--- src/rtl/core/mkss_pkg.sv ---
package mkss_pkg;

   // MurmurHash2 mixing multiplier
   localparam logic [31:0] MIX_MULT = 32'h5bd1e995;

   localparam int HASH_W  = 32;
   localparam int NODE_W  = 7;
   localparam int INDEX_W = 6;

   // Node count clamp bounds
   localparam logic [NODE_W-1:0] NODE_MIN = 7'd1;
   localparam logic [NODE_W-1:0] NODE_MAX = 7'd64;

   // Request word as it arrives on the input channel
   typedef struct packed {
      logic [31:0] key_word;
      logic [2:0]  byte_count;
      logic        first_word;
      logic        last_word;
      logic [15:0] key_length;
   } mkss_req_type;

   // Result word
   typedef struct packed {
      logic [HASH_W-1:0]  hash_value;
      logic [INDEX_W-1:0] server_index;
   } mkss_rsp_type;

   // How a word enters the hash loop
   typedef enum logic [1:0] {
      KIND_NONE,
      KIND_TAIL,
      KIND_FULL
   } mkss_kind_type;

   // Classified word passed from front to back through the queue
   typedef struct packed {
      logic [31:0]   data;
      mkss_kind_type kind;
      logic          first;
      logic          last;
      logic [15:0]   length;
   } mkss_work_type;

endpackage

--- src/rtl/core/mkss_fifo.sv ---
module mkss_fifo
   import mkss_pkg::*;
#(
   parameter int DEPTH = 4
) (
   input  logic          clock,
   input  logic          reset,
   input  logic          push_valid,
   output logic          push_ready,
   input  mkss_work_type push_data,
   output logic          pop_valid,
   input  logic          pop_ready,
   output mkss_work_type pop_data
);

   localparam int IDX_W = (DEPTH > 1) ? $clog2(DEPTH) : 1;
   localparam int CNT_W = $clog2(DEPTH + 1);

   mkss_work_type           entry_ff [DEPTH];
   logic [IDX_W-1:0]        wr_ptr_ff, wr_ptr_in;
   logic [IDX_W-1:0]        rd_ptr_ff, rd_ptr_in;
   logic [CNT_W-1:0]        count_ff, count_in;
   logic                    do_push;
   logic                    do_pop;

   assign push_ready = (count_ff != CNT_W'(DEPTH));
   assign pop_valid  = (count_ff != '0);
   assign do_push    = push_valid && push_ready;
   assign do_pop     = pop_valid && pop_ready;
   assign pop_data   = entry_ff[rd_ptr_ff];

   // Advance pointers with wrap at the queue depth
   always_comb begin
      wr_ptr_in = wr_ptr_ff;
      rd_ptr_in = rd_ptr_ff;
      count_in  = count_ff;
      if (do_push) begin
         wr_ptr_in = (wr_ptr_ff == IDX_W'(DEPTH - 1)) ? '0 : wr_ptr_ff + 1'b1;
      end
      if (do_pop) begin
         rd_ptr_in = (rd_ptr_ff == IDX_W'(DEPTH - 1)) ? '0 : rd_ptr_ff + 1'b1;
      end
      if (do_push && !do_pop) begin
         count_in = count_ff + 1'b1;
      end else if (do_pop && !do_push) begin
         count_in = count_ff - 1'b1;
      end
   end

   always_ff @(posedge clock) begin
      if (reset) begin
         wr_ptr_ff <= '0;
         rd_ptr_ff <= '0;
         count_ff  <= '0;
      end else begin
         wr_ptr_ff <= wr_ptr_in;
         rd_ptr_ff <= rd_ptr_in;
         count_ff  <= count_in;
      end
   end

   // Store entries
   always_ff @(posedge clock) begin
      if (do_push) begin
         entry_ff[wr_ptr_ff] <= push_data;
      end
   end

endmodule

--- config.mk ---
export PLATFORM = sky130hd
export DESIGN_NAME = mkss_fifo
export DESIGN_NICKNAME = d
export VERILOG_FILES = /design/src/rtl/core/mkss_pkg.sv /design/src/rtl/core/mkss_fifo.sv
export SDC_FILE = /design/constraint.sdc
export NUM_CORES = 1
export LEC_CHECK = 0
export BUFFER_PORTS_ARGS = -buffer_cell sky130_fd_sc_hd__buf_2
export CORE_MARGIN = 3
export CORE_UTILIZATION = 47
export DETAILED_ROUTE_END_ITERATION = 16
export PLACE_DENSITY_LB_ADDON = 0.08
export SYNTH_ARGS = -nofsm -noshare
export SYNTH_HDL_FRONTEND = slang
export SYNTH_SLANG_ARGS = --single-unit
--- constraint.sdc ---
create_clock -name clock -period 4.3 [get_ports clock]
set_input_delay 0.645 -clock clock [delete_from_list [all_inputs] [get_ports clock]]
set_output_delay 0.645 -clock clock [all_outputs]
set_load 0.1 [all_outputs]
# Word-level counts from Yosys, hierarchy flattened
# Memories as Yosys holds them, arrays and structs flattened. A register that Yosys moved wholly into a read port is not among the register bits.
# Index checks and enable logic that the tools add are counted.
[totals]
ff_bits = 7
wordCells = 27
in_bits = 56
out_inout_bits = 54
n_memories = 1
mem_bits_rw = 208
[classes]
n_mux = 8
reduce_logical = 8
n_eq_ne = 3
add_sub_neg = 4
[memory_table]
columns = ["memory", "depth", "word_bits", "rd", "rd_ports_with_merged_regs", "write_ports", "line", "rtl"]
rows = [
  ["entry_ff", 4, 52, 1, 1, 1, "mkss_fifo.sv:19", "mkss_work_type entry_ff [DEPTH];"],
]
[ops]
columns = ["cell", "n"]
rows = [
  ["$mux W2", 4],
  ["$mux W3", 2],
  ["$add A2 B1 Y2 const B", 2],
  ["$eq A2 B2 Y1 const B", 2],
  ["$logic_and A1 B1 Y1", 4],
  ["$add A3 B1 Y3 const B", 1],
  ["$ne A3 B3 Y1 const B", 1],
  ["$reduce_bool A3 Y1", 1],
  ["$sub A3 B1 Y3 const B", 1],
  ["$logic_not A1 Y1", 2],
  ["$mux W1", 2],
  ["$reduce_bool A2 Y1", 1],
]

# Logic depth before layout (Yosys ltp)
[depth]
ltp_word = 6
mapped_depth = 9
ltp_nobuf = 8

# Worst setup path before layout
# OpenSTA, ideal clock, no wires.
[synth_path]
kind = "register to register"
start = "register count_ff[0]"
end = "register count_ff[2]"
stages_incl_launch_ff = 10
required_ns = 4.230
synth_period_minus_slack_ns = 2.607
setup_time_ns = 0.070
arrival_ns = 2.537
slack_ns = 1.693
path_buffers = 1
path_cell_list = "dfxtp_1 -> or3b_1 -> clkbuf_2 -> and2_4 -> ha_1 -> inv_1 -> fa_1 -> xor2_1 -> or3_2 -> a21oi_1"
[synth_via]
elab_chain_cells = 5
elab_cells_between_ends = 13
cone_classes = "add/sub: 2; eq/ne: 1; mux: 2; reduce/logical: 8"
[synth_lines]
columns = ["element", "line", "rtl"]
rows = [
  ["start, declared", "mkss_fifo.sv:22", "logic [CNT_W-1:0] count_ff, count_in;"],
  ["start signal, assigned", "mkss_fifo.sv:58", "count_ff <= count_in;"],
  ["$ne A3 B3 Y1 (*)", "mkss_fifo.sv:26", "assign push_ready = (count_ff != CNT_W'(DEPTH));"],
  ["via push_ready", "mkss_fifo.sv:9", "output logic push_ready,"],
  ["$logic_and A1 B1 Y1 (*)", "mkss_fifo.sv:28", "assign do_push = push_valid && push_ready;"],
  ["via do_push", "mkss_fifo.sv:23", "logic do_push;"],
  ["$logic_not A1 Y1", "mkss_fifo.sv:45", "end else if (do_pop && !do_push) begin"],
  ["$logic_and A1 B1 Y1", "mkss_fifo.sv:45", ""],
  ["$reduce_bool A2 Y1 (no line)", "n/a", ""],
]
# Mark *: on every way through the listed nets, which the timed path passes. The rest lies on a longest branch. The select of a mux whose other input is x is not followed.
# A chain may end at the register's enable or synchronous reset.

==> out/qor.yml <==
drtAntennaViolNets: 0
yosysTopAreaCellShare_pct: 78.4
maxCapViolCount: 0
hpwlAfterDp_um: 8780
placed_cells: 639
hold_buffers: 0
diodes: 0
vdd_ir_drop_max_uv: 518
h-tree-depth: 1
first_iter_violations: 156
grt_max_degree: 38
routed_wl_um: 14400
postCtsSetupRepairBufs: 0
grt_pass1_wl_um: 22600
min_period_over_period_pct: 71.6
drc: 0
ys_async_sr_fraction_pct: 0
drive_gt1_share_pct: 45.2
avgSynthCellArea_um2: 24.9
synth_edf_count: 208
fin_ws_ns: 1.22
status: "finished clean"
setup_tns_ns: 0
grt_pass1_vias: 3931
p_clk_share_pct: 26.9
cts_tree: "done"
cts_buffer_depth: 3
vias: 3644
die_h_um: 136
clk_latency_ns: 0.50
gr-total-overflow: 0
synth_cell_types: 27
fp-row-count: 46
max-slew-margin-rel_pct: 47.1
place_ws_ns: 1.65
path_max_fanout: 31
fin_cells: 683
power.leakage_nw: 3.23
powerDensity_nw_per_um2: 732
cts.sinks: 217
worst_slew_pin_slew_ns: 0.793
io_buffer_count: 109
p_sw_share_pct: 39.8
arrival_ns: 2.43
viasPerCell: 5.34
cp-start-kind: "flip-flop"
finalCriticalPeriod_ns: 3.08
numCtsBuffers: 24
criticalPathCategory: "flip-flop to output pin"
slew_viol_final: 0
clkTransAtPathRegs_ns: 0.06
rsz0062_at_grt: "false"
root_buffer: "clkbuf_16"
initial_utilization_pct: 49.1
setup_viol: 0
end_kind: "output pin"
die-area_um2: 18600
ys_seq_elements: 217
finalClockSkew_ns: 0.0127
die_w_um: 136
gp_congestion: 0.712
synth_flop_cell: "edfxtp_1"
syn_nets: 383
core_um2: 16200
antenna_found_initial: 2
nNetsFinal: 512
synth_area_leaders: "edfxtp_1 (78%), mux4_2 (15%), dfxtp_1 (2.3%)"
p_comb_share_pct: 34.5
pwr-share-seq_pct: 38.7
p_sw_w: 0.00277
io_pins: 110
hold_violations: 0
syn2layout_area_growth_pct: 19.7
synth_seq_area_share_pct: 80.7
p_int_w: 0.00420
max_freq_mhz: 325
grtUsageTotal_pct: 16.2
dr.pass1.iters: 4
syn_area_um2: 7970
hp-class: "input pin to flip-flop"
worst_ep_required_time_ns: 3.65
netlist_instances: 320
post_drt_wl_per_cell_um: 21.1
yosysTopAreaCell: "edfxtp_1"
ctsResizeCount: 0
yosysWarnings: 0
==> power by group through the flow <==
stage	clock, W	sequential [W]	combinational (W)
3_3_place_gp	0	0.00274	0.00242
6_report	0.00187	0.00270	0.00240
5_1_grt	0.00202	0.00273	0.00250
4_1_cts	0.00193	0.00271	0.00244
2_1_floorplan	0	0.00265	0.00212
3_5_place_dp	0	0.00275	0.00243
==> worst max-delay path, stage by stage, from the launching register on <==
cell     delay, ns
dfxtp_4       0.78
buf_12        0.29
mux4_2        0.53
buf_2         0.31
==> cell type report <==
| cell class | instances | area (µm²) |
|---|---|---|
| Fill cell | 1223 | 6690 |
| Sequential cell | 217 | 6430 |
| Multi-Input combinational cell | 86 | 1460 |
| Clock buffer | 31 | 648 |
| Timing Repair Buffer | 117 | 631 |
| Tap cell | 216 | 270 |
| Clock inverter | 13 | 90.1 |
| Inverter | 3 | 11.3 |
==> synthesized netlist by cell type (3+ instances only) <==
cell type	instances
edfxtp_1	208
mux4_2	52
dfxtp_1	9
ha_1	6
buf_4	5
and3_2	4
clkbuf_1	4
inv_1	3
mux2i_1	3
nor2_1	3
==> per-layer routing <==
metal / track usage [%] / vias up / wire, µm
met3: 4.59 / 35 / 1020
met1: 21.4 / 1873 / 5970
met5: 0 / - / 26
met2: 26.6 / 107 / 7040
li1: - / 1625 / -
met4: 4.70 / 4 / 371
==> final timing paths <==
kind / from / endpoint / slack, ns / cells after the start
worst min-delay path: push_data[36] / entry_ff[3][36] / 0.36 / 1
worst max register to register: count_ff[1] / count_ff[2] / 1.85 / 7
worst min register to register: rd_ptr_ff[0] / flip-flop / 0.51 / 2
worst max-delay path: flip-flop / pop_data[34] / 1.22 / 3
==> kinds of logic (layout without fill, tap and decap cells) <==
| logic type | Yosys count | after routing | synth area share [%] |
|---|---|---|---|
| buffers and inverters | 17 | 164 | 1.08 |
| AND/OR/NAND/NOR | 17 | 17 | 1.33 |
| AO/OA/AOI/OAI | 5 | 5 | 0.440 |
| adder cells (fa/ha/maj) | 7 | 7 | 1.19 |
| flip-flops | 217 | 217 | 80.7 |
| multiplexers | 55 | 55 | 15.1 |
| XOR/XNOR | 2 | 2 | 0.220 |
==> placed cells by master (no fill, tap or decap) <==
master and instances:
a21oi_1 2, and2_4 1, and3_2 4, buf_12 2
buf_2 109, buf_4 6, bufinv_16 1, clkbuf_1 6
clkbuf_16 25, clkinv_1 6, clkinv_2 3, clkinvlp_4 3
dfxtp_1 7, dfxtp_2 1, dfxtp_4 1, edfxtp_1 208
fa_1 1, ha_1 6, inv_1 3, mux2i_1 3
mux4_2 52, nand2_1 1, nand2b_1 2, nand3_1 1
nor2_1 3, nor3_1 1, o21ai_0 1, o31ai_1 1
o31ai_2 1, or3_1 1, or3_2 2, or3b_1 1
xor2_1 2
==> state kept, by name, summed over array words and instances (netlist names), named ones only <==
register / flops
entry_ff: 208
rd_ptr_ff: 2
count_ff: 3
wr_ptr_ff: 2
==> metrics by stage <==
step | hold WS [ns] | area [µm²] | power [W] | util, %
finish | 0.355 | 9540 | 0.00698 | 58.8
global route | 0.345 | 9540 | 0.00725 | 58.8
CTS | 0.338 | 9540 | 0.00707 | 58.8
detailed placement | 0.501 | 8800 | 0.00518 | 54.2
global placement | 0.482 | 8800 | 0.00516 | 54.2
floorplan | 0.463 | 7970 | 0.00478 | -
(Power assumes the default switching activity.)
