## config.mk

```make
export PLATFORM = sky130hd
export DESIGN_NAME = mkss_back
export DESIGN_NICKNAME = d
export VERILOG_FILES = /design/src/rtl/core/mkss_pkg.sv /design/src/rtl/core/mkss_back.sv
export SDC_FILE = /design/constraint.sdc
export NUM_CORES = 2
export LEC_CHECK = 0
export ABC_CLOCK_PERIOD_IN_PS = 20900
export CORE_MARGIN = 2
export CORE_UTILIZATION = 45
export CTS_CLUSTER_DIAMETER = 200
export DETAILED_ROUTE_END_ITERATION = 16
export DONT_BUFFER_PORTS = 1
export GPL_TIMING_DRIVEN = 0
export HOLD_SLACK_MARGIN = 0.06
export PLACE_DENSITY = 0.69
export SETUP_SLACK_MARGIN = 0.4
export SLEW_MARGIN = 10
export SYNTH_ARGS = -nofsm -noshare
export SYNTH_HDL_FRONTEND = slang
export SYNTH_SLANG_ARGS = --single-unit
export TNS_END_PERCENT = 30
```

## constraint.sdc

```tcl
create_clock -name clock -period 20.9 [get_ports clock]
set_input_delay 2.09 -clock clock [delete_from_list [all_inputs] [get_ports clock]]
set_output_delay 2.09 -clock clock [all_outputs]
set_load 0.05 [all_outputs]
```

## src/rtl/core/mkss_pkg.sv

```systemverilog
package mkss_pkg;

   // MurmurHash2 mixing multiplier
   localparam logic [31:0] MIX_MULT = 32'h5bd1e995;

   localparam int HASH_W  = 32;
   localparam int NODE_W  = 7;
   localparam int INDEX_W = 6;

   // Node count clamp bounds
   localparam logic [NODE_W-1:0] NODE_MIN = 7'd1;
   localparam logic [NODE_W-1:0] NODE_MAX = 7'd64;

   // Request word as it arrives on the input channel
   typedef struct packed {
      logic [31:0] key_word;
      logic [2:0]  byte_count;
      logic        first_word;
      logic        last_word;
      logic [15:0] key_length;
   } mkss_req_type;

   // Result word
   typedef struct packed {
      logic [HASH_W-1:0]  hash_value;
      logic [INDEX_W-1:0] server_index;
   } mkss_rsp_type;

   // How a word enters the hash loop
   typedef enum logic [1:0] {
      KIND_NONE,
      KIND_TAIL,
      KIND_FULL
   } mkss_kind_type;

   // Classified word passed from front to back through the queue
   typedef struct packed {
      logic [31:0]   data;
      mkss_kind_type kind;
      logic          first;
      logic          last;
      logic [15:0]   length;
   } mkss_work_type;

endpackage

```

## src/rtl/core/mkss_back.sv

```systemverilog
module mkss_back
   import mkss_pkg::*;
(
   input  logic              clock,
   input  logic              reset,
   input  logic              pop_valid,
   output logic              pop_ready,
   input  mkss_work_type     pop_data,
   input  logic [NODE_W-1:0] node_count,
   output logic              rsp_valid,
   input  logic              rsp_ready,
   output mkss_rsp_type      rsp_data
);

   localparam int CNT_W = $clog2(HASH_W);

   typedef enum logic [2:0] {
      ST_RUN,
      ST_FMUL,
      ST_FXOR,
      ST_DIV,
      ST_EMIT
   } state_type;

   state_type          state_ff;
   logic [HASH_W-1:0]  running_ff;
   logic [HASH_W-1:0]  fin_ff;
   logic [HASH_W-1:0]  div_ff;
   logic [CNT_W-1:0]   cnt_ff;
   logic [NODE_W-1:0]  rem_ff;
   logic [NODE_W-1:0]  nodes_ff;
   logic               rsp_valid_ff;
   logic [HASH_W-1:0]  rsp_hash_ff;
   logic [INDEX_W-1:0] rsp_index_ff;

   logic [HASH_W-1:0]  h_base;
   logic [HASH_W-1:0]  mul_op;
   logic [HASH_W-1:0]  mul_prod;
   logic [HASH_W-1:0]  h_in;
   logic [HASH_W-1:0]  fin_shift;
   logic [HASH_W-1:0]  fin_prod;
   logic [NODE_W-1:0]  nodes_in;
   logic [NODE_W:0]    trial;
   logic [NODE_W:0]    trial_sub;
   logic               out_free;

   assign pop_ready = (state_ff == ST_RUN);
   assign out_free  = !rsp_valid_ff || rsp_ready;

   // Hash loop: one multiply per word
   assign h_base   = pop_data.first ? {16'd0, pop_data.length} : running_ff;
   assign mul_op   = (pop_data.kind == KIND_TAIL) ? (h_base ^ pop_data.data) : h_base;
   assign mul_prod = mul_op * MIX_MULT;

   always_comb begin
      unique case (pop_data.kind)
         KIND_FULL: h_in = mul_prod ^ pop_data.data;
         KIND_TAIL: h_in = mul_prod;
         default:   h_in = h_base;
      endcase
   end

   // Finalize multiply
   assign fin_shift = fin_ff ^ (fin_ff >> 13);
   assign fin_prod  = fin_shift * MIX_MULT;

   // Clamp node count to its legal range
   always_comb begin
      if (node_count == '0) begin
         nodes_in = NODE_MIN;
      end else if (node_count > NODE_MAX) begin
         nodes_in = NODE_MAX;
      end else begin
         nodes_in = node_count;
      end
   end

   // One restoring remainder step per cycle
   assign trial     = {rem_ff, div_ff[HASH_W-1]};
   assign trial_sub = trial - {1'b0, nodes_ff};

   always_ff @(posedge clock) begin
      if (reset) begin
         state_ff     <= ST_RUN;
         running_ff   <= '0;
         rsp_valid_ff <= 1'b0;
      end else begin
         // Drop a taken result unless a new one loads this cycle
         if (rsp_ready && state_ff != ST_EMIT) begin
            rsp_valid_ff <= 1'b0;
         end
         unique case (state_ff)
            ST_RUN: begin
               if (pop_valid) begin
                  if (pop_data.last) begin
                     fin_ff     <= h_in;
                     running_ff <= '0;
                     state_ff   <= ST_FMUL;
                  end else begin
                     running_ff <= h_in;
                  end
               end
            end
            ST_FMUL: begin
               fin_ff   <= fin_prod;
               state_ff <= ST_FXOR;
            end
            ST_FXOR: begin
               fin_ff   <= fin_ff ^ (fin_ff >> 15);
               div_ff   <= fin_ff ^ (fin_ff >> 15);
               rem_ff   <= '0;
               cnt_ff   <= '0;
               nodes_ff <= nodes_in;
               state_ff <= ST_DIV;
            end
            ST_DIV: begin
               if (trial >= {1'b0, nodes_ff}) begin
                  rem_ff <= trial_sub[NODE_W-1:0];
               end else begin
                  rem_ff <= trial[NODE_W-1:0];
               end
               div_ff <= div_ff << 1;
               cnt_ff <= cnt_ff + 1'b1;
               if (cnt_ff == CNT_W'(HASH_W - 1)) begin
                  state_ff <= ST_EMIT;
               end
            end
            ST_EMIT: begin
               if (out_free) begin
                  rsp_valid_ff <= 1'b1;
                  rsp_hash_ff  <= fin_ff;
                  rsp_index_ff <= rem_ff[INDEX_W-1:0];
                  state_ff     <= ST_RUN;
               end
            end
            default: begin
               state_ff <= ST_RUN;
            end
         endcase
      end
   end

   assign rsp_valid             = rsp_valid_ff;
   assign rsp_data.hash_value   = rsp_hash_ff;
   assign rsp_data.server_index = rsp_index_ff;

endmodule

```

---- Word level (Yosys, flattened, before mapping) ----
Index checks and enable logic that the tools add are counted.
word-level totals
  flip-flop bits (word level) ............. 157
  input bits .............................. 63
  output and inout bits ................... 40
operators by class
  add/subtract/negate cells ............... 2
  multipliers ............................. 2
  $lt $le $gt $ge ......................... 2
  equal/unequal tests ..................... 12
  multiplexer cells ....................... 20
  bitwise logic cells ..................... 5
  reduce and logical (&&, ||, !) cells .... 14
operator list
  kind                                                                   count
  32-bit two-way mux                                                     5
  32-bit one-hot mux with 2 select lines                                 2
  32-bit one-hot mux with 3 select lines                                 1
  32-bit by 31-bit multiplier with 32-bit output, second input constant  2
  32-bit bitwise XOR                                                     2
  32-bit by 17-bit bitwise XOR with 32-bit output                        1
  32-bit by 19-bit bitwise XOR with 32-bit output                        1
  3-bit one-hot mux with 5 select lines                                  1
  7-bit two-way mux                                                      2
  7-bit one-hot mux with 2 select lines                                  1
  3-bit two-way mux                                                      4
  5-bit one-hot mux with 2 select lines                                  1
  8-bit by 7-bit greater-or-equal comparator with 1-bit output           1
  4-bit AND reduction                                                    2
  7-bit > comparator, second input constant                              1
  7-bit logical NOT                                                      1
  7-bit subtractor                                                       1
  3-bit by 2-bit == test with 1-bit output, second input constant        2
  2-bit inequality test, second input constant                           3
  2-bit AND reduction                                                    3
  5-bit by 1-bit adder with 5-bit output, second input constant          1
  5-bit == test, second input constant                                   1
  3-bit by 1-bit == test with 1-bit output, second input constant        1
  3-bit == test, second input constant                                   1
  other kinds (14)                                                       16

---- Longest topological paths before layout ----
  depth after elaboration ................. 9
  depth in mapped cells ................... 35

---- Least setup slack after synthesis ----
OpenSTA, ideal clock, no wires.
  path type ............................... input-to-reg
  start point ............................. input pop_data[19] (netlist bit)
  end point ............................... register fin_ff[30] (data pin)
  library setup time ...................... 0.271 ns
  arrival time ............................ 10.206 ns
  required time ........................... 20.629 ns
  path slack .............................. 10.422 ns
  stages .................................. 33
  path buffers ............................ 6
  cell sequence ........................... inv_1 -> ha_1 -> buf_2 -> clkbuf_1 -> buf_1 -> clkbuf_1 -> buf_1 -> nand2_1 -> xor2_1 -> ha_1 -> ha_1 -> inv_1 -> fa_1 -> fa_1 -> fa_1 -> inv_1 -> fa_1 -> fa_1 -> inv_1 -> fa_1 -> inv_1 -> ha_1 -> clkbuf_1 -> a21o_1 -> a21oi_1 -> o21ai_0 -> a221oi_1 -> nand2_1 -> a41oi_1 -> mux2_2 -> o31a_1 -> a211oi_1 -> o22ai_1
between the ends
  longest elaborated chain between the ends .. 8
  elaborated cells on any way between the ends .. 9
  classes of those cells .................. mul: 1; eq/ne: 2; mux: 5; bitwise: 1
ends and longest elaborated chain
  item                                            RTL line                          source
  start, declared                                 mkss_back.sv:8                    input mkss_work_type pop_data,
  2-bit by 1-bit == test with 1-bit output        mkss_back.sv:52, mkss_back.sv:56
  32-bit two-way mux                              mkss_back.sv:52                   assign mul_op = (pop_data.kind == KIND_TAIL) ? (h_base ^ pop_data.data) : h_base;
  32-bit by 31-bit multiplier with 32-bit output  mkss_back.sv:53                   assign mul_prod = mul_op * MIX_MULT;
  32-bit bitwise XOR                              mkss_back.sv:57                   KIND_FULL: h_in = mul_prod ^ pop_data.data;
  32-bit one-hot mux with 2 select lines *        mkss_back.sv:56                   unique case (pop_data.kind)
  32-bit two-way mux *                            mkss_back.sv:95                   if (pop_data.last) begin
  32-bit two-way mux *                            mkss_back.sv:94                   if (pop_valid) begin
  32-bit one-hot mux with 3 select lines *        mkss_back.sv:92                   unique case (state_ff)
  end signal, assigned                            mkss_back.sv:96                   fin_ff <= h_in;
  end signal, assigned                            mkss_back.sv:105                  fin_ff <= fin_prod;
  end signal, assigned                            mkss_back.sv:109                  fin_ff <= fin_ff ^ (fin_ff >> 15);
  end, declared                                   mkss_back.sv:27                   logic [HASH_W-1:0] fin_ff;
Every way passes the cells marked *; elsewhere a longest branch is shown, timed or not. The select of a mux whose other input is x is not followed.
A chain may end at the register's enable or synchronous reset.

---- Worst setup path in the final report ----
Ends and elaborated chain as after synthesis.

==> metrics.txt <==
Reg2Reg Depth=29; slew margin rel.=0.108; total number of vias=between 15000 and 20000; Nets=3547; Final min period=12.89 ns; RSZ-0062 raised after global routing=false; initial antenna violation count=8; Final Hold Fails=0; r2r endpoint=fin_ff[30]$_DFFE_PP_; first-pass GRT wire length=117 mm; fin. max-slew vios=0; CTS Hold Buffers Added=0; clk_lat worst skew=0.43 ns; TNS Setup=0 ns; slowest CP cell=xnor2_1; RePlAce Congestion=0.971; endpoints failing setup=0; router iterations before antenna repair=5; vias in the first global route=20300; fillers=5187; Worst-path clk slew=0.07 ns; Clock Tree Buf Depth=2; share of synthesized registers carrying an async set or reset=0; CP peak stage delay=slightly above 1 ns; Fmax=slightly below 0.08 GHz; root buffer cell=clkbuf_16; core region area=about 0.057 mm²; crit share post-route=0.617; Avg Vias per Cell=5.43; worst reg2reg startpoint=running_ff[7]$_SDFFE_PP0P_; number of synthesis warnings=0; most frequent cells in the layout=inv_1, ha_1, fa_1; Initial Utilization=0.453; distinct cell type count after synthesis=77; GRT Util Overall=0.260; area occupied by multi-input gates=0.0191 mm²; DIE WIDTH=244 µm; Layout area overhead=7.90%; DRC violations left=0; WL/cell=21.6 µm; largest net degree at the start of global routing=18; Site Rows=88; CTS tree=done; DIE HEIGHT=approximately 240 µm; H-tree level count=4; grt ovf=0; sequential fraction of the synthesis area=0.168; status=finished, final reports clean; cell mode on critical path=fa_1; worst slew pin tran=1.33 ns; Post CTS Setup Buffer Count=0; post-route antenna net violation count=0; Port Buffers=0; Synth Cell Area=0.0260 mm²; Post-CTS Resized=0; Synth Flop Type=edfxtp_1; Yosys reg bits=157; Detailed Route Iter0 Violations=1579; dpl hpwl=~64 mm; Setup crit start=pop_data[19]; Die Footprint=0.0597 mm²; register area=0.00435 mm²; Syn Nets=3503; r2r setup slk=11.01 ns; Hold Crit Class=register to register; Syn Area/Cell=9.76 µm²; final WL=75.5 mm; Data required, critical path=21.04 ns; Arr. time, crit path=13.03 ns; CP endpoint=fin_ff[30]$_DFFE_PP_; CP max FO=10; Max Cap Violations=0; crit path kind=primary input to register; CTS Sinks=157; CP Launch Type=primary input; PnR worst setup slack=about 8 ns; Synth Instances=2663; layout cells sized above 1=0.0368; Critical Path End Type=register; commonest non-fill, non-tap cell in the layout=inv_1; io pins=about 100; Num CTS Buffers=17; pre-CTS setup slack=7.76 ns; Worst Skew=0.0152 ns; number of flops mapped to enable cells by yosys=121
==> cell families after synthesis <==
group | Yosys count | share of synthesized area
simple gates | 400 | 0.0710
xor+xnor | 235 | 0.0829
buf+inv | 732 | 0.106
compound gates | 329 | 0.0833
mux | 25 | 0.0109
flops | 157 | 0.168
fa+ha+maj | 785 | 0.478
==> worst min-delay path by stage <==
stage	from	end	slack, ns	depth (start not counted)
6_report	fin_ff[18]$_DFFE_PP_	rsp_hash_ff[18]$_DFFE_PP_	0.46	0
5_1_grt	running_ff[6]$_SDFFE_PP0P_	running_ff[6]$_SDFFE_PP0P_	0.47	2
4_1_cts	fin_ff[18]$_DFFE_PP_	rsp_hash_ff[18]$_DFFE_PP_	0.46	0
3_5_place_dp	fin_ff[18]$_DFFE_PP_	rsp_hash_ff[18]$_DFFE_PP_	0.44	0
3_3_place_gp	running_ff[6]$_SDFFE_PP0P_	running_ff[6]$_SDFFE_PP0P_	0.44	2
2_1_floorplan	fin_ff[13]$_DFFE_PP_	rsp_hash_ff[13]$_DFFE_PP_	0.42	0
==> synth_stat cells (all sizes together), types with 5 or more instances <==
cell,instances,area (µm²)
a211oi,9,67.6
a21boi,5,37.5
a21o,25,188
a21oi,93,465
a221oi,16,140
a22oi,20,150
and2,27,169
buf,14,61.3
clkbuf,49,184
dfxtp,36,721
edfxtp,121,3630
fa,350,7010
ha,427,5340
inv,669,2510
maj3,8,80.1
mux2i,21,239
nand2,156,586
nand2b,16,100
nand3,11,55.1
nand3b,5,37.5
nor2,99,372
nor2b,38,238
nor3,19,95.1
o211ai,8,60.1
o21a,22,165
o21ai,63,315
o21bai,6,45.0
o221ai,12,111
o22ai,9,56.3
o31ai,5,37.5
or2,9,56.3
or3,5,31.3
xnor2,136,1200
xor2,95,866
==> area by class of cell <==
type                       count  area share
buffer                        63     0.00875
multi-input combinational   1774       0.680
clock buffer                  18      0.0153
clock inverter                14     0.00629
inverter                     669      0.0896
antenna                        7    0.000625
tap                          765      0.0341
timing repair buffer          25     0.00959
sequential                   157       0.155
==> layer usage <==
metal,track usage,share of wire,vias to the layer above
met1,0.332,0.40,9364
met5,0,0.00037,-
met2,0.419,0.45,847
met4,0.105,0.044,4
met3,0.0697,0.098,200
li1,-,-,8543
==> stage by stage <==
stage | instance area [µm²] | cells | util | hold slack (ns)
2_1_floorplan | 26000 | 2663 | - | 0.424
3_3_place_gp | 26900 | 3428 | 0.470 | 0.442
3_5_place_dp | 27400 | 3453 | 0.478 | 0.444
4_1_cts | 28000 | 3485 | 0.488 | 0.456
5_1_grt | 28000 | 3489 | 0.489 | 0.475
6_report | 28000 | 3492 | 0.489 | 0.456
==> sequential cells by signal, summed over array words and instances (netlist names) <==
signal and flops:
cnt_ff 5, div_ff 32, fin_ff 32, nodes_ff 7, rem_ff 7, rsp_hash_ff 32, rsp_index_ff 6, rsp_valid 1
running_ff 32, state_ff 3
==> worst max-delay path, delay by kind of cell <==
family          cells  cell delay (ns)
fa+ha+maj          10             4.29
compound gates      6             2.29
xor+xnor            1             1.03
simple gates        3             0.39
buf+inv            10             2.53
mux                 1             0.38
Power is not shown: default switching activity piles up to over one toggle a cycle in this logic, so the estimate is an artifact.
