[config.mk]
export PLATFORM = sky130hd
export DESIGN_NAME = mkss_front
export DESIGN_NICKNAME = d
export VERILOG_FILES = /design/src/rtl/core/mkss_pkg.sv /design/src/rtl/core/mkss_front.sv
export SDC_FILE = /design/constraint.sdc
export NUM_CORES = 1
export LEC_CHECK = 0
export ABC_AREA = 1
export BUFFER_PORTS_ARGS = -buffer_cell sky130_fd_sc_hd__buf_2
export CAP_MARGIN = 0
export CORE_AREA = 2 2 249 251
export DETAILED_ROUTE_END_ITERATION = 10
export DIE_AREA = 0 0 251 253
export PLACE_DENSITY = 0.59
export SKIP_LAST_GASP = 1
export SYNTH_ARGS = -nofsm -noshare
export SYNTH_HDL_FRONTEND = slang
export SYNTH_SLANG_ARGS = --single-unit
export TNS_END_PERCENT = 5
[constraint.sdc]
create_clock -name clock -period 7.5 [get_ports clock]
set_input_delay 1.5 -clock clock [delete_from_list [all_inputs] [get_ports clock]]
set_output_delay 1.5 -clock clock [all_outputs]
set_load 0.01 [all_outputs]
[src/rtl/core/mkss_pkg.sv]
package mkss_pkg;

   // MurmurHash2 mixing multiplier
   localparam logic [31:0] MIX_MULT = 32'h5bd1e995;

   localparam int HASH_W  = 32;
   localparam int NODE_W  = 7;
   localparam int INDEX_W = 6;

   // Node count clamp bounds
   localparam logic [NODE_W-1:0] NODE_MIN = 7'd1;
   localparam logic [NODE_W-1:0] NODE_MAX = 7'd64;

   // Request word as it arrives on the input channel
   typedef struct packed {
      logic [31:0] key_word;
      logic [2:0]  byte_count;
      logic        first_word;
      logic        last_word;
      logic [15:0] key_length;
   } mkss_req_type;

   // Result word
   typedef struct packed {
      logic [HASH_W-1:0]  hash_value;
      logic [INDEX_W-1:0] server_index;
   } mkss_rsp_type;

   // How a word enters the hash loop
   typedef enum logic [1:0] {
      KIND_NONE,
      KIND_TAIL,
      KIND_FULL
   } mkss_kind_type;

   // Classified word passed from front to back through the queue
   typedef struct packed {
      logic [31:0]   data;
      mkss_kind_type kind;
      logic          first;
      logic          last;
      logic [15:0]   length;
   } mkss_work_type;

endpackage

[src/rtl/core/mkss_front.sv]
module mkss_front
   import mkss_pkg::*;
(
   input  logic          clock,
   input  logic          reset,
   input  logic          in_valid,
   output logic          in_ready,
   input  mkss_req_type  in_data,
   output logic          push_valid,
   input  logic          push_ready,
   output mkss_work_type push_data
);

   logic          s1_valid_ff, s1_valid_in;
   logic [31:0]   s1_data_ff, s1_data_in;
   mkss_kind_type s1_kind_ff, s1_kind_in;
   logic          s1_first_ff;
   logic          s1_last_ff;
   logic [15:0]   s1_len_ff;
   logic          accept;
   logic [31:0]   masked_word;
   logic [31:0]   full_prod;
   logic [31:0]   k_shift;
   logic [31:0]   k_mix;

   // Take a word when the stage is empty or drains this cycle
   assign in_ready = !s1_valid_ff || push_ready;
   assign accept   = in_valid && in_ready;

   // Classify by byte count; counts above four saturate to a full word
   always_comb begin
      masked_word = '0;
      unique case (in_data.byte_count)
         3'd0: begin
            s1_kind_in = KIND_NONE;
         end
         3'd1: begin
            s1_kind_in  = KIND_TAIL;
            masked_word = {24'd0, in_data.key_word[7:0]};
         end
         3'd2: begin
            s1_kind_in  = KIND_TAIL;
            masked_word = {16'd0, in_data.key_word[15:0]};
         end
         3'd3: begin
            s1_kind_in  = KIND_TAIL;
            masked_word = {8'd0, in_data.key_word[23:0]};
         end
         default: begin
            s1_kind_in = KIND_FULL;
         end
      endcase
   end

   // First half of the k mix
   assign full_prod  = in_data.key_word * MIX_MULT;
   assign s1_data_in = (s1_kind_in == KIND_FULL) ? full_prod : masked_word;

   always_comb begin
      if (accept) begin
         s1_valid_in = 1'b1;
      end else if (push_ready) begin
         s1_valid_in = 1'b0;
      end else begin
         s1_valid_in = s1_valid_ff;
      end
   end

   always_ff @(posedge clock) begin
      if (reset) begin
         s1_valid_ff <= 1'b0;
      end else begin
         s1_valid_ff <= s1_valid_in;
      end
   end

   // Hold payload until the next word is taken
   always_ff @(posedge clock) begin
      if (accept) begin
         s1_data_ff  <= s1_data_in;
         s1_kind_ff  <= s1_kind_in;
         s1_first_ff <= in_data.first_word;
         s1_last_ff  <= in_data.last_word;
         s1_len_ff   <= in_data.key_length;
      end
   end

   // Second half of the k mix on the way into the queue
   assign k_shift = s1_data_ff ^ (s1_data_ff >> 24);
   assign k_mix   = k_shift * MIX_MULT;

   assign push_valid       = s1_valid_ff;
   assign push_data.data   = (s1_kind_ff == KIND_FULL) ? k_mix : s1_data_ff;
   assign push_data.kind   = s1_kind_ff;
   assign push_data.first  = s1_first_ff;
   assign push_data.last   = s1_last_ff;
   assign push_data.length = s1_len_ff;

endmodule

# Word-level counts from Yosys, hierarchy flattened
# Index checks and enable logic that the tools add are counted.
op_classes:
  mul: 2
  n_eq_ne: 5
  muxes: 6
  n_bitwise: 1
  n_reduce_logical: 6
op_table:
  columns: ["operator", "n"]
  rows:
  - ["$pmux W24 S3", 1]
  - ["$mul A32 B31 Y32 const B", 2]
  - ["$mux W32", 2]
  - ["$xor A32 B8 Y32", 1]
  - ["$eq A3 B2 Y1 const B", 2]
  - ["$eq A2 B2 Y1 const B", 2]
  - ["$pmux W2 S2", 1]
  - ["$eq A3 B1 Y1 const B", 1]
  - ["$logic_not A3 Y1", 1]
  - ["$reduce_or A3 Y1", 1]
  - ["$mux W1", 2]
  - ["$reduce_bool A2 Y1", 1]
  - ["$logic_and A1 B1 Y1", 1]
  - ["$logic_not A1 Y1", 1]
  - ["$logic_or A1 B1 Y1", 1]
totals:
  reg_bits: 53
  inputBits: 57
  out_inout_bits: 54
  word_cells: 26

# Longest topological paths before layout
# Gate-level depths: netlist of the first run.
depth:
  ltp_word: 5
  mapped_depth: 33
  depth_no_buf: 33

# Worst setup path before layout of the first run
# No wires, ideal clock.
synth_timing:
  kind: "reg2out"
  from: "reg s1_data_ff[24]"
  to: "out push_data[46] (netlist bit)"
  t_arrival_ns: 6.315
  t_required_ns: 6.000
  path_slack_ns: -0.315
  path_stages_with_launch: 28
  n_path_buf: 0
  cell_sequence: "edfxtp_1 xor2_1 xor2_1 inv_1 ha_1 or2_2 ha_1 inv_1 fa_1 inv_1 ha_1 fa_1 inv_1 fa_1 inv_1 fa_1 inv_1 fa_1 inv_1 ha_1 a21oi_2 o21ai_1 a21oi_2 nand3_2 a21o_1 or2_1 nand3_1 nand2_1"
synth_lines:
  columns: ["element", "line_no", "rtl"]
  rows:
  - ["start, declared", "mkss_front.sv:15", "logic [31:0] s1_data_ff, s1_data_in;"]
  - ["start signal, assigned", "mkss_front.sv:80", "s1_data_ff <= s1_data_in;"]
  - ["end, declared", "mkss_front.sv:11", "output mkss_work_type push_data"]

==> results.py, run 1 <==
metrics = {
    "outcome": {
        "status": "finished with violations",
        "violations": "negative setup slack",
    },
    "grt": {
        "grt_max_degree": 53,
        "antenna_found_initial": 1,
        "grt_pass1_vias": 17200,
        "grt_pass1_wl_um": 95200,
        "grt_use_total_pct": 19.7,
        "grt_overflow": 0,
    },
    "critical_path": {
        "r2r-start": "push_valid$_SDFFE_PP0P_",
        "worst-path-max-fanout": 4,
        "critical_path_depth": 28,
        "path_buf_inv": 9,
        "r2r_slack_ns": 6.05,
        "end_kind": "primary output",
        "worst_ep_required_time_ns": 6.00,
        "reg2reg_to": "s1_data_ff[1]$_DFFE_PP_",
        "critical_path_class": "flop to primary output",
        "r2r_cells": 2,
        "worstSetupStartpointType": "flop",
        "slowest_delay_ns": 0.54,
        "worst_ep_arrival_time_ns": 6.52,
        "cpMostUsedCell": "fa_1",
        "crit_start": "s1_data_ff[24]$_SDFFCE_PN0P_",
        "cp_slowest_cell": "fa_1",
        "cpLargestDelayFamily": "adder cells",
    },
    "final_layout": {
        "area_delta_synth_final_pct": 18.7,
        "diodes": 0,
        "layout_common_cells": "inv_1, ha_1, fa_1, nand2_1, buf_4",
        "nNetsFinal": 3668,
        "final_common_cell": "inv_1",
        "post-route-util_pct": 40.9,
        "final_cells": 3626,
        "drive_above_1_share_pct": 17.0,
    },
    "timing": {
        "rsz0062_at_grt": "true",
        "clock.fmax_ghz": 0.125,
        "fin_tns_setup_ns": -6.81,
        "hold_violations": 0,
        "setup_viol_count_final": 18,
        "finalClockSkew_ns": 0.0111,
        "tightest_slew_ns": 0.735,
        "post-route-min-period_ns": 8.02,
        "timing.slew.headroom_pct": 50.8,
        "setup_ws_ns": -0.521,
        "fin_hold_ws_ns": 0.547,
        "slew_viol_final": 0,
        "period_share_pct": 107,
    },
    "hold_path": {
        "min_path_cells": 2,
        "worstHoldPathType": "flop to flop",
        "worstHoldStart": "push_valid$_SDFFE_PP0P_",
        "whs_endpoint": "push_valid$_SDFFE_PP0P_",
    },
    "synthesis": {
        "syn-num-nets": 3307,
        "synth.cell_area_mm2": 0.0211,
        "synth_warnings": 0,
        "postSynthAreaPerCell_um2": 8.51,
        "yosysTopAreaCell": "fa_1",
        "ys.flop_type": "edfxtp_1",
        "ys_async_sr_fraction_pct": 0,
        "synth.area.top_cells": "fa_1, ha_1, inv_1",
        "synth_top_area_share_pct": 33.8,
        "synth_cells": 2474,
        "ys_ff_latch": 53,
        "ys_types": 47,
        "yosysSeqAreaShare_pct": 7.51,
        "synth_edf_count": 52,
    },
    "routing": {
        "vias": 16500,
        "drt_wl_total_um": 60700,
        "drtAntennaViolNets": 0,
        "drc": 0,
        "drt_iter0_markers": 758,
        "drtPass1Iterations": 5,
        "via_per_inst": 4.54,
        "routedWlPerCell_um": 16.7,
    },
    "floorplan": {
        "die_area_mm2": 0.0635,
        "coreArea_mm2": 0.0610,
        "ioPinCount": 111,
        "dieHeight_um": 253,
        "start_util_pct": 34.5,
        "num_rows": 91,
        "dieWidth_um": 251,
    },
    "clocking": {
        "cts-hold-fix-buffers": 0,
        "cts_buffers": 5,
        "cts_root_buffer": "clkbuf_16",
        "numClockSinks": 53,
        "clkTransAtPathRegs_ns": 0.08,
        "cts_tree": "done",
        "cts_buffer_depth": 2,
        "cts_htree_levels": 2,
        "clock_latency_ns": 0.30,
    },
    "placement": {
        "gp_congestion": 0.947,
        "dp.cells": 3603,
        "hpwl_um": 54700,
        "placement.io_buffers": 110,
    },
    "run": {
        "max_cap_viol_count": 0,
    },
}
-- routing by layer --
layer	vias up	wire length, um	global-route usage, %
li1	8133	-	-
met1	7952	27000	25.7
met2	301	30300	35.8
met3	62	1810	0.802
met4	2	1570	4.90
met5	-	13	0
-- flip-flops by register name (all words and copies together) (netlist names) --
| signal | flops |
|---|---|
| s1_len_ff | 16 |
| s1_last_ff | 1 |
| s1_data_ff | 32 |
| push_valid | 1 |
| s1_kind_ff | 2 |
| s1_first_ff | 1 |
-- final cells by class --
| cell class | instances | area, um^2 |
|---|---|---|
| multi-input combinational | 1584 | 16700 |
| timing repair buffer | 367 | 2490 |
| sequential | 53 | 1580 |
| clock inverter | 3 | 28.8 |
| clock buffer | 5 | 125 |
| inverter | 824 | 3090 |
| tap | 790 | 988 |
| fill | 6216 | 36000 |
-- cell families after synthesis --
kind of cell | share of synthesized area, %
AO/OA/AOI/OAI | 5.09
XOR/XNOR | 2.54
adder cells (fa/ha/maj) | 58.8
buffers and inverters | 15.0
flip-flops | 7.51
AND/OR/NAND/NOR | 11.1
-- timing repair --
item / CTS / global route
buffers inserted: 7 / 8
endpoints found under the hold margin: 0 / 0
endpoints found under the setup margin: 18 / 21
gates resized for setup: 22 / 56
pin swaps: 13 / 43
-- per-stage QoR --
step	setup slack, ns	instance area [um^2]
detailed placement	-0.417	24400
global placement	-0.346	24400
finish	-0.521	25000
global route	-0.769	25000
CTS	-0.581	24700
floorplan	-0.0479	21100
-- worst max-delay path by stage --
stage,to,slack (ns)
floorplan,push_data[46],-0.05
global placement,push_data[48],-0.35
detailed placement,push_data[45],-0.42
CTS,push_data[51],-0.58
global route,push_data[50],-0.77
finish,push_data[42],-0.52
-- worst reg2reg max path, delay by kind of cell (launching register included) --
kind | cells | cell delay [ns]
buffers and inverters | 1 | 0.53
flip-flops | 1 | 0.35
AO/OA/AOI/OAI | 1 | 0.14
-- cells in the mapped netlist (4+ instances only) --
master	n
nand3b_1	5
nor2_1	111
a31oi_1	5
nor3_1	5
o21bai_1	4
ha_1	421
fa_1	355
xnor2_1	30
inv_1	816
o21ai_0	72
edfxtp_1	52
or2_2	5
or2_1	7
nand2_1	345
nand2_2	7
o22ai_1	4
a21o_1	5
a21oi_1	65
nand3_1	51
a21oi_2	7
a211oi_1	4
nand4_1	9
o21ai_1	8
inv_2	7
clkbuf_1	9
xor2_1	31
Power of run 1 is left out: the tool's default activity adds up to more than one toggle a clock period on the data nets, which glitch-free logic cannot reach.
==> run 2, diff against run 1 <==
==> constraint.sdc (replaced) <==
create_clock -name clock -period 7.5 [get_ports clock]
set_input_delay 0.375 -clock clock [delete_from_list [all_inputs] [get_ports clock]]
set_output_delay 0.375 -clock clock [all_outputs]
set_load 0.01 [all_outputs]
==> run 2 against run 1 <==
Effect of this change: the flow now finishes without violations; worst hold slack worse by 0.33 ns; global-route usage shrank 0.14 points; first-iteration DRC count decreased by 0.66%; cell area shrank 7.5%; clock skew decreased by 0.0043 ns; register-to-register slack is essentially flat; wire length decreased by 0.79%; critical path type unchanged; critical endpoint is now push_data[51].
==> results.py, run 2 (same netlist as run 1, synthesis figures left out) <==
metrics = {
    "timing": {
        "timing.slew.headroom_pct": 54.4,
        "post-route-min-period_ns": 7.21,
        "hold_violations": 0,
        "tightest_slew_ns": 0.685,
        "setup_ws_ns": 0.294,
        "fin_tns_setup_ns": 0,
        "period_share_pct": 96.1,
        "finalClockSkew_ns": 0.00682,
        "setup_viol_count_final": 0,
        "rsz0062_at_grt": "true",
        "clock.fmax_ghz": 0.139,
        "slew_viol_final": 0,
    },
    "clocking": {
        "clock_latency_ns": 0.30,
        "cts_root_buffer": "clkbuf_16",
        "cts_tree": "done",
        "cts-hold-fix-buffers": 0,
        "clkTransAtPathRegs_ns": 0.08,
        "numClockSinks": 53,
        "cts_htree_levels": 2,
        "cts_buffer_depth": 2,
        "cts_buffers": 5,
    },
    "final_layout": {
        "drive_above_1_share_pct": 8.27,
        "area_delta_synth_final_pct": 9.74,
        "final_common_cell": "inv_1",
        "largest_register": "s1_data_ff",
        "nNetsFinal": 3457,
        "fillers": 6325,
        "largest_reg_flops": 32,
        "largestRegisters": "s1_data_ff: 32 flops, s1_len_ff: 16 flops, s1_kind_ff: 2 flops",
        "layout_common_cells": "inv_1, ha_1, fa_1, nand2_1, buf_2",
    },
    "routing": {
        "via_per_inst": 4.62,
        "drtPass1Iterations": 7,
        "drtAntennaViolNets": 0,
        "drt_wl_total_um": 60200,
        "vias": 15800,
        "drc": 0,
        "drt_iter0_markers": 753,
        "routedWlPerCell_um": 17.6,
    },
    "critical_path": {
        "path_buf_inv": 8,
        "worst_ep_arrival_time_ns": 6.83,
        "cpMostUsedCell": "fa_1",
        "slowest_delay_ns": 0.55,
        "worstSetupStartpointType": "flop",
        "critical_path_class": "flop to primary output",
        "end_kind": "primary output",
        "r2r_slack_ns": 6.06,
        "worst_ep_required_time_ns": 7.12,
        "worst-path-max-fanout": 11,
        "cp_slowest_cell": "fa_1",
        "cpLargestDelayFamily": "adder cells",
    },
    "placement": {
        "dpl_worst_slack_ns": 0.352,
        "placement.io_buffers": 110,
        "hpwl_um": 52900,
        "gp_congestion": 0.967,
    },
    "floorplan": {
        "dieHeight_um": 253,
        "coreArea_mm2": 0.0610,
        "die_area_mm2": 0.0635,
        "ioPinCount": 111,
        "num_rows": 91,
        "dieWidth_um": 251,
        "start_util_pct": 34.5,
    },
    "grt": {
        "grt_pass1_vias": 16700,
        "grt_max_degree": 53,
        "grt_pass1_wl_um": 94400,
        "grt_overflow": 0,
        "antenna_found_initial": 2,
        "grt_use_total_pct": 19.6,
    },
    "run": {
        "max_cap_viol_count": 0,
    },
    "hold_path": {
        "worstHoldPathType": "input port to flop",
    },
    "outcome": {
        "status": "finished clean",
    },
}
run 2: changes by cell type in the layout (fill, tap and decap cells not counted), moves of 3 or more:
cell / change
buf_4: -209
inv_2: -15
inv_1: +13
ha_1: +11
ha_4: -10
nand2_1: +9
nand2_2: -8
nor2_1: +5
clkinvlp_4: +4
nor2_2: -3
run 2: layout make-up:
cell class | count | area, um^2 | area share, %
clock buffers | 6 | 129 | 0.558
diodes | 1 | 2.50 | 0.0108
well taps | 790 | 988 | 4.28
multi-input cells | 1584 | 16400 | 70.9
inverters | 824 | 3100 | 13.4
flip-flops and latches | 53 | 1580 | 6.85
repair buffers | 156 | 896 | 3.88
clock inverters | 2 | 15.0 | 0.0650
run 2: stage by stage:
step,instance area [um^2],cells,util (%),hold slack (ns)
after global placement,22800,3396,37.4,0.520
after global routing,23100,3415,37.9,0.215
after detailed placement,22800,3396,37.4,0.523
after CTS,22900,3404,37.6,0.210
after floorplan,21100,2474,-,0.444
final,23100,3416,37.9,0.219
run 2: repair_timing:
action / CTS / global route
endpoints found under the setup margin: 1 / 12
pin swaps: 0 / 4
setup buffers: 0 / 11
resized for setup: 1 / 16
run 2: path summary, 6_finish.rpt:
check / startpoint / end / cells past startpoint
max reg2reg: push_valid$_SDFFE_PP0P_ / s1_data_ff[24]$_SDFFCE_PN0P_ / 2
min reg2reg: push_valid$_SDFFE_PP0P_ / push_valid$_SDFFE_PP0P_ / 2
min: reset / push_valid$_SDFFE_PP0P_ / 2
max: s1_data_ff[29]$_SDFFCE_PN0P_ / push_data[51] / 28
run 2: worst reg2reg max path: stages, from the launching register on:
cell and delay [ns]:
dfxtp_1 0.34, a21oi_4 0.14, buf_4 0.56
run 2: layer usage:
metal | vias up | global-route usage (%) | wire, um
li1 | 7698 | - | -
met1 | 7656 | 25.1 | 26200
met2 | 348 | 35.6 | 30200
met3 | 62 | 1.34 | 2410
met4 | 2 | 5.02 | 1340
met5 | - | 0 | 13
Power of run 2 is left out for the same reason.
==> run 3, diff against run 2 <==
--- a/config.mk
+++ b/config.mk
@@ -12,6 +12,7 @@
 export DETAILED_ROUTE_END_ITERATION = 10
 export DIE_AREA = 0 0 251 253
 export PLACE_DENSITY = 0.59
+export REMOVE_ABC_BUFFERS = 1
 export SKIP_LAST_GASP = 1
 export SYNTH_ARGS = -nofsm -noshare
 export SYNTH_HDL_FRONTEND = slang
==> run 3 against run 2 <==
Effect of this change: sequential cell count unchanged; register-to-register slack got worse by 0.04 ns; setup slack got worse by 0.093 ns; critical endpoint unchanged; largest cell class unchanged.
==> results.py, run 3 (same netlist as run 1, synthesis figures left out) <==
metrics = {
    "critical_path": {
        "slowest_delay_ns": 0.56,
        "critical_path_class": "flop to primary output",
        "worst_ep_arrival_time_ns": 6.92,
        "cpMostUsedCell": "fa_1",
        "cp_slowest_cell": "fa_1",
        "end_kind": "primary output",
        "worstSetupStartpointType": "flop",
        "worst-path-max-fanout": 7,
        "worst_ep_required_time_ns": 7.12,
    },
    "timing": {
        "setup_ws_ns": 0.202,
        "tightest_slew_ns": 0.839,
        "post-route-min-period_ns": 7.30,
        "hold_violations": 0,
        "rsz0062_at_grt": "true",
        "setup_viol_count_final": 0,
        "period_share_pct": 97.3,
        "slew_viol_final": 0,
        "clock.fmax_ghz": 0.137,
        "finalClockSkew_ns": 0.0101,
        "timing.slew.headroom_pct": 43.5,
        "fin_tns_setup_ns": 0,
    },
    "routing": {
        "drc": 0,
        "drt_wl_total_um": 60800,
        "drt_iter0_markers": 733,
        "drtPass1Iterations": 5,
        "drtAntennaViolNets": 0,
        "via_per_inst": 4.65,
        "vias": 15900,
        "routedWlPerCell_um": 17.7,
    },
    "grt": {
        "grt_overflow": 0,
        "grt_use_total_pct": 19.8,
        "antenna_found_initial": 3,
        "grt_pass1_wl_um": 95600,
        "grt_pass1_vias": 17000,
        "grt_max_degree": 53,
    },
    "final_layout": {
        "largestRegisters": "s1_data_ff: 32 flops, s1_len_ff: 16 flops, s1_kind_ff: 2 flops",
        "fin_area_mm2": 0.0232,
        "largest_register": "s1_data_ff",
        "layout_common_cells": "inv_1, ha_1, fa_1, nand2_1, buf_2",
        "post-route-util_pct": 38.1,
        "drive_above_1_share_pct": 8.80,
        "nNetsFinal": 3467,
        "largest_reg_flops": 32,
        "fillers": 6333,
        "final_common_cell": "inv_1",
        "area_delta_synth_final_pct": 10.4,
        "diodes": 0,
    },
    "floorplan": {
        "coreArea_mm2": 0.0610,
        "start_util_pct": 34.5,
        "dieHeight_um": 253,
        "num_rows": 91,
        "ioPinCount": 111,
        "die_area_mm2": 0.0635,
        "dieWidth_um": 251,
    },
    "clocking": {
        "cts_htree_levels": 2,
        "clkTransAtPathRegs_ns": 0.07,
        "cts_root_buffer": "clkbuf_16",
        "numClockSinks": 53,
        "cts_buffer_depth": 2,
        "cts_tree": "done",
        "cts-hold-fix-buffers": 0,
        "cts_buffers": 5,
        "clock_latency_ns": 0.31,
    },
    "placement": {
        "dpl_worst_slack_ns": 0.387,
        "hpwl_um": 53400,
        "placement.io_buffers": 110,
        "placed_cell_area_mm2": 0.0228,
        "gp_congestion": 0.975,
    },
    "hold_path": {
        "worstHoldPathType": "input port to flop",
    },
    "run": {
        "max_cap_viol_count": 0,
    },
    "outcome": {
        "status": "finished clean",
    },
}
run 3: path summary, 6_finish.rpt:
kind	from	to	slack, ns	depth (start not counted)
setup / recovery	s1_data_ff[31]$_SDFFCE_PN0P_	push_data[51]	0.20	29
hold / removal	reset	push_valid$_SDFFE_PP0P_	0.23	2
setup reg to reg	push_valid$_SDFFE_PP0P_	s1_data_ff[5]$_DFFE_PP_	6.02	2
hold reg to reg	push_valid$_SDFFE_PP0P_	push_valid$_SDFFE_PP0P_	0.53	2
run 3: what timing repair did:
item,4_1_cts,5_1_grt
setup endpoints to repair,0,10
setup buffers,0,21
gates resized for setup,0,20
run 3: per-layer routing:
metal	vias to the layer above	part of all wire, %	track usage, %
li1	7729	-	-
met1	7774	44	25.6
met2	345	50	35.7
met3	82	3.5	1.10
met4	4	2.9	6.04
met5	-	0.046	0
run 3: worst max-delay path, delay by kind of cell, from the launching register on:
kind	cells	cell delay, ns
adders and majority gates	9	4.12
and+or+nand+nor	12	1.26
buffers and inverters	8	0.76
DFF	1	0.47
run 3: per-stage QoR:
stage / hold WS (ns) / instances
after floorplan: 0.444 / 2461
after global placement: 0.524 / 3396
after detailed placement: 0.528 / 3396
after CTS: 0.216 / 3404
after global routing: 0.221 / 3425
final: 0.227 / 3425
run 3: final cells by class:
type                    instances  area (um^2)  area share (%)
multi-input cells            1584        16400            70.5
inverters                     824         3100            13.3
flip-flops and latches         53         1580            6.81
well taps                     790          988            4.25
repair buffers                166          983            4.23
clock buffers                   5          125           0.538
clock inverters                 3         65.1           0.280
Power of run 3 is left out for the same reason.
